--- src/rtl/core/pto_pkg.sv ---
// Shared types and constants for the pose trip odometer.
package pto_pkg;

    localparam int POS_W    = 32;
    localparam int FRAC_W   = 16;
    localparam int SPEED_W  = 32;
    localparam int DIST_W   = 48;
    localparam int TIME_W   = 56;
    localparam int SEC_W    = 32;
    localparam int NSEC_W   = 30;
    localparam int CFG_W    = 64;
    localparam int CFG_IDX_W = 3;

    localparam int DIFF_W   = POS_W + 1;
    localparam int ROOT_W   = DIFF_W;
    localparam int RAD_W    = 2 * DIFF_W;
    localparam int STAMP_W  = 62;
    localparam int DT_W     = STAMP_W;
    localparam int NUM_W    = 63;
    localparam int REM_W    = 64;

    localparam int SQRT_STEPS = ROOT_W;
    localparam int DIV_STEPS  = SPEED_W;
    localparam int CNT_W      = 6;

    localparam logic [NSEC_W-1:0]  NS_PER_SEC   = NSEC_W'(1000000000);
    localparam logic [SPEED_W-1:0] THRESH_RESET = SPEED_W'((1 << FRAC_W) / 100);
    localparam logic [SPEED_W-1:0] SPEED_SAT    = '1;
    localparam logic [DIST_W-1:0]  DIST_MAX     = '1;
    localparam logic [TIME_W-1:0]  TIME_MAX     = '1;

    localparam logic [CFG_IDX_W-1:0] CFG_THRESHOLD   = CFG_IDX_W'(0);
    localparam logic [CFG_IDX_W-1:0] CFG_START_DIST  = CFG_IDX_W'(1);
    localparam logic [CFG_IDX_W-1:0] CFG_START_MAX   = CFG_IDX_W'(2);
    localparam logic [CFG_IDX_W-1:0] CFG_START_MOVE  = CFG_IDX_W'(3);
    localparam logic [CFG_IDX_W-1:0] CFG_START_TOTAL = CFG_IDX_W'(4);

    typedef struct packed {
        logic signed [POS_W-1:0] pos_x;
        logic signed [POS_W-1:0] pos_y;
        logic [SEC_W-1:0]        stamp_sec;
        logic [NSEC_W-1:0]       stamp_nsec;
    } t_in_item;

    typedef struct packed {
        logic [SPEED_W-1:0] speed;
        logic [DIST_W-1:0]  total_distance;
        logic [SPEED_W-1:0] peak_speed;
        logic [TIME_W-1:0]  moving_time;
        logic [TIME_W-1:0]  elapsed_time;
        logic               bad_interval;
    } t_out_item;

    typedef struct packed {
        logic start;
        logic div_mode;
    } t_iter_ctrl;

    typedef struct packed {
        logic busy;
        logic done;
    } t_iter_stat;

endpackage

--- src/rtl/core/pto_iter_unit.sv ---
// Shared shift-subtract unit: square root or long division, one digit per cycle.
module pto_iter_unit (
    input  logic                           i_clk,
    input  logic                           i_rst_n,
    input  pto_pkg::t_iter_ctrl            i_ctrl,
    input  logic [pto_pkg::RAD_W-1:0]      i_opnd,
    input  logic [pto_pkg::DT_W-1:0]       i_den,
    output pto_pkg::t_iter_stat            o_stat,
    output logic [pto_pkg::ROOT_W-1:0]     o_root,
    output logic [pto_pkg::SPEED_W-1:0]    o_quot
);
    import pto_pkg::*;

    logic [RAD_W-1:0]  r_work;
    logic [REM_W-1:0]  r_rem;
    logic [ROOT_W-1:0] r_res;
    logic [DT_W-1:0]   r_den;
    logic [CNT_W-1:0]  r_cnt;
    logic              r_busy;
    logic              r_done;
    logic              r_div;

    logic [REM_W-1:0]  rem_sh;
    logic [REM_W-1:0]  trial;
    logic [REM_W:0]    diff;
    logic              take;

    always_comb begin
        if (r_div) begin
            rem_sh = {r_rem[REM_W-2:0], r_work[RAD_W-1]};
            trial  = REM_W'(r_den);
        end else begin
            rem_sh = {r_rem[REM_W-3:0], r_work[RAD_W-1:RAD_W-2]};
            trial  = REM_W'({r_res, 2'b01});
        end
        diff = {1'b0, rem_sh} - {1'b0, trial};
        take = !diff[REM_W];
    end

    always_ff @(posedge i_clk) begin
        if (!i_rst_n) begin
            r_busy <= 1'b0;
            r_done <= 1'b0;
        end else begin
            r_done <= 1'b0;
            if (i_ctrl.start) begin
                r_busy <= 1'b1;
                r_div  <= i_ctrl.div_mode;
                r_res  <= '0;
                r_den  <= i_den;
                if (i_ctrl.div_mode) begin
                    r_rem  <= REM_W'(i_opnd[NUM_W-1:SPEED_W]);
                    r_work <= {i_opnd[SPEED_W-1:0], (RAD_W-SPEED_W)'(0)};
                    r_cnt  <= CNT_W'(DIV_STEPS);
                end else begin
                    r_rem  <= '0;
                    r_work <= i_opnd;
                    r_cnt  <= CNT_W'(SQRT_STEPS);
                end
            end else if (r_busy) begin
                r_rem  <= take ? diff[REM_W-1:0] : rem_sh;
                r_res  <= {r_res[ROOT_W-2:0], take};
                r_work <= r_div ? {r_work[RAD_W-2:0], 1'b0} : {r_work[RAD_W-3:0], 2'b00};
                r_cnt  <= r_cnt - CNT_W'(1);
                if (r_cnt == CNT_W'(1)) begin
                    r_busy <= 1'b0;
                    r_done <= 1'b1;
                end
            end
        end
    end

    assign o_stat.busy = r_busy;
    assign o_stat.done = r_done;
    assign o_root      = r_res;
    assign o_quot      = r_res[SPEED_W-1:0];

endmodule

--- config.mk ---
export PLATFORM = sky130hd
export DESIGN_NAME = pto_iter_unit
export DESIGN_NICKNAME = d
export VERILOG_FILES = /design/src/rtl/core/pto_pkg.sv /design/src/rtl/core/pto_iter_unit.sv
export SDC_FILE = /design/constraint.sdc
export NUM_CORES = 1
export LEC_CHECK = 0
export ABC_CLOCK_PERIOD_IN_PS = 9350
export BUFFER_PORTS_ARGS = -buffer_cell sky130_fd_sc_hd__buf_2
export CORE_AREA = 2 2 165 167
export DETAILED_ROUTE_END_ITERATION = 8
export DIE_AREA = 0 0 167 169
export PLACE_DENSITY_LB_ADDON = 0.25
export REMOVE_ABC_BUFFERS = 1
export SLEW_MARGIN = 20
export SYNTH_ARGS = -nofsm -noshare
export SYNTH_HDL_FRONTEND = slang
export SYNTH_SLANG_ARGS = --single-unit
--- constraint.sdc ---
create_clock -name i_clk -period 9.35 [get_ports i_clk]
set_input_delay 1.87 -clock i_clk [delete_from_list [all_inputs] [get_ports i_clk]]
set_output_delay 1.87 -clock i_clk [all_outputs]
set_load 0.02 [all_outputs]
==> flow_metrics.py <==
metrics = {
    "setup_path": {
        "critical_path.top_delay_family": "compound AO/OA/AOI/OAI gates",
        "end_kind": "register",
        "max_stage_delay_ps": 780,
        "timing.rr.start": "r_div",
        "cp_max_fo": 73,
        "cp.arrival_ps": 6470,
        "crit_path_start_kind": "register",
        "critical-path-slowest-cell": "buf_4",
        "startpoint": "r_div",
        "crit_buf_inv": 3,
        "path_cells": "buf_4, buf_4, mux2_2, ha_1, a21o_1, a21o_1, a21o_1, o211ai_1, a21oi_1, a2111oi_1, o41a_2, buf_4, and3b_1, a2111oi_0",
        "path_class": "register to register",
        "crit_required_ps": 9630,
    },
    "pwr": {
        "switching_share_pct": 33.7,
        "seqPwrFrac_pct": 37.8,
        "internal_power_mw": 2.33,
        "power_mw": 3.52,
        "comb_power_share_pct": 34.2,
        "p_clk_share_pct": 28.0,
        "power.switching_mw": 1.19,
        "peakVddDrop_mv": 0.171,
        "power.density_mw_per_mm2": 206,
        "power_leakage_nw": 6.79,
    },
    "floorplan": {
        "core-area_mm2": 0.0265,
        "die_height_um": 169,
        "floorplan.initialDensity_pct": 57.8,
        "die-area_mm2": 0.0282,
        "fp.dieW_um": 167,
        "pin_count": 199,
        "rows": 60,
    },
    "synthesis": {
        "yosysMostFrequentCell": "edfxtp_1",
        "yosys.area.top_type": "edfxtp_1",
        "avgSynthCellArea_um2": 10.2,
        "synth_flop_cell": "edfxtp_1",
        "ys_seq_elements": 233,
        "ys_types": 73,
        "yosysWarnings": 0,
        "ys_top_cells_by_count": "edfxtp_1, nand2_1, a21oi_1",
        "yosysSeqAreaShare_pct": 45.5,
        "synth_edf_count": 231,
        "syn_inst": 1498,
        "synthArstFlopShare_pct": 0,
        "synthTopCellsByArea": "edfxtp_1, mux2i_1, ha_1",
        "yosys.area.top_type_share_pct": 45.3,
        "synth_area_mm2": 0.0153,
    },
    "drt": {
        "wl_per_cell_um": 18.8,
        "num_vias": 11900,
        "firstDrtPassIters": 5,
        "routed_wl_mm": 37.0,
        "ant_nets": 0,
        "viasPerCell": 6.05,
        "drtIter0Drc": 1040,
        "drc": 0,
    },
    "min_path": {
        "min_from": "r_busy",
        "hp-class": "register to register",
    },
    "clock_tree": {
        "clk_pin_slew_ps": 60,
        "cts_tree": "yes",
        "cts.sinks": 233,
        "clk_path_buf_depth": 3,
        "clk_latency_ps": 540,
        "htreeDepth": 1,
        "cts_resized": 0,
        "cts_made_buffers": 27,
        "post_cts_buffers": 0,
        "cts-root-buf": "clkbuf_16",
        "ctsHoldBuffers": 0,
    },
    "sta": {
        "finClkSkew_ps": 26.8,
        "holdWs_ps": 473,
        "tns_ps": 0,
        "setup_viol": 0,
        "worst_pin_slew_ps": 1100,
        "max_slew_margin_pct": 26.9,
        "final_hold_viol_count": 0,
        "fmax_mhz": 162,
        "rsz0062_at_grt": "no",
        "finalCritPeriodShare_pct": 66.2,
        "slew_viol_final": 0,
        "period_minus_slack_ps": 6190,
        "fin_ws_ps": 3160,
    },
    "finish": {
        "drive_above_1_share_pct": 20.0,
        "nFillCells": 2189,
        "diodes": 0,
        "synthToLayoutAreaGrowth_pct": 11.2,
        "stdcell_count": 1970,
        "fin_nets": 1806,
    },
    "global_route": {
        "grt_overflow_total": 0,
        "antenna_found_initial": 0,
        "grt_pass1_wl_mm": 59.6,
        "grtUsageTotal_pct": 25.6,
        "grt_pass1_vias": 11600,
        "grt_max_degree": 108,
    },
    "status": {
        "status": "finished, final reports clean",
    },
    "place": {
        "place_ws_ps": 3170,
        "hpwlAfterDp_mm": 25.9,
        "dp.cells": 1921,
        "port_buffers": 198,
        "globalplace.congestion": 0.933,
    },
    "flow_run": {
        "cap_violations": 0,
    },
}
-- tightest hold or removal path: stages, from the launching register on --
cell     delay (ps)
dfxtp_1         330
nand2_1          60
nor3_1           40
-- path summary, 6_finish.rpt --
kind | to | slack (ps) | cells past startpoint
hold reg to reg | r_done | 470 | 2
setup / recovery | r_rem[54] | 3160 | 14
setup reg to reg | r_rem[54] | 3160 | 14
hold / removal | r_done | 470 | 2
-- final cells by class --
type / count / area (um2) / share of cell area (%)
multi-input cells: 1113 / 7640 / 44.8
clock inverters: 20 / 139 / 0.815
flip-flops and latches: 233 / 6980 / 40.9
well taps: 341 / 427 / 2.50
inverters: 24 / 90.1 / 0.529
repair buffers: 210 / 1090 / 6.38
clock buffers: 29 / 683 / 4.01
-- layer usage --
| metal | vias to the layer above | global-route usage [%] | share of wire, % |
|---|---|---|---|
| li1 | 5764 | - | - |
| met1 | 5685 | 36.7 | 45 |
| met2 | 411 | 41.0 | 46 |
| met3 | 53 | 3.95 | 7.0 |
| met4 | 0 | 6.11 | 2.0 |
| met5 | - | 0 | 0 |
-- through the flow --
step / util [%] / cell area, um2
floorplan: - / 14700
global placement: 61.2 / 16200
detailed placement: 61.2 / 16200
CTS: 64.3 / 17000
global route: 64.3 / 17000
finish: 64.3 / 17000
-- power by group through the flow --
| stage | Combinational, mW | Clock [mW] | Sequential (mW) |
|---|---|---|---|
| floorplan | 0.876 | 0 | 1.38 |
| global placement | 1.16 | 0 | 1.35 |
| detailed placement | 1.19 | 0 | 1.35 |
| CTS | 1.19 | 0.998 | 1.33 |
| global route | 1.33 | 1.04 | 1.34 |
| finish | 1.20 | 0.984 | 1.33 |
-- cell usage in the layout, fill, tap and decap left out, types with 4 or more instances in the layout --
cell / n
edfxtp_1: 231
buf_2: 197
nand2_1: 154
a21oi_1: 127
mux2i_1: 117
o21ai_0: 95
nor2_1: 87
nor2b_1: 70
ha_1: 64
mux2_2: 58
a211oi_1: 42
xnor2_1: 40
a21o_1: 37
clkbuf_16: 27
inv_1: 23
nor3_1: 21
nand4_1: 17
nand3_1: 17
a31oi_1: 14
o21bai_1: 13
xor2_1: 13
nand2b_1: 12
buf_4: 12
a22o_1: 8
clkinv_1: 7
and2_1: 7
o21a_1: 7
a2111oi_0: 7
a41oi_1: 7
clkinv_2: 7
and3_1: 6
nor4_1: 4
a21boi_0: 4
clkinv_4: 4
-- registers in the layout, summed over array words and instances, names as in the netlist --
signal / cells
o_root: 33
r_busy: 1
r_cnt: 6
r_den: 62
r_div: 1
r_done: 1
r_rem: 63
r_work: 66
-- logic make-up (layout without fill, tap and decap cells) --
logic type	Yosys count	count (layout)	synth area share [%]
AND/OR/NAND/NOR	418	418	13.0
AO/OA/AOI/OAI	402	402	16.5
flip-flops	233	233	45.5
multiplexers	175	175	11.9
buffers and inverters	152	283	4.70
adder cells (fa/ha/maj)	65	65	5.36
XOR/XNOR	53	53	3.03
Note: power is estimated with default switching activity, not from simulation.
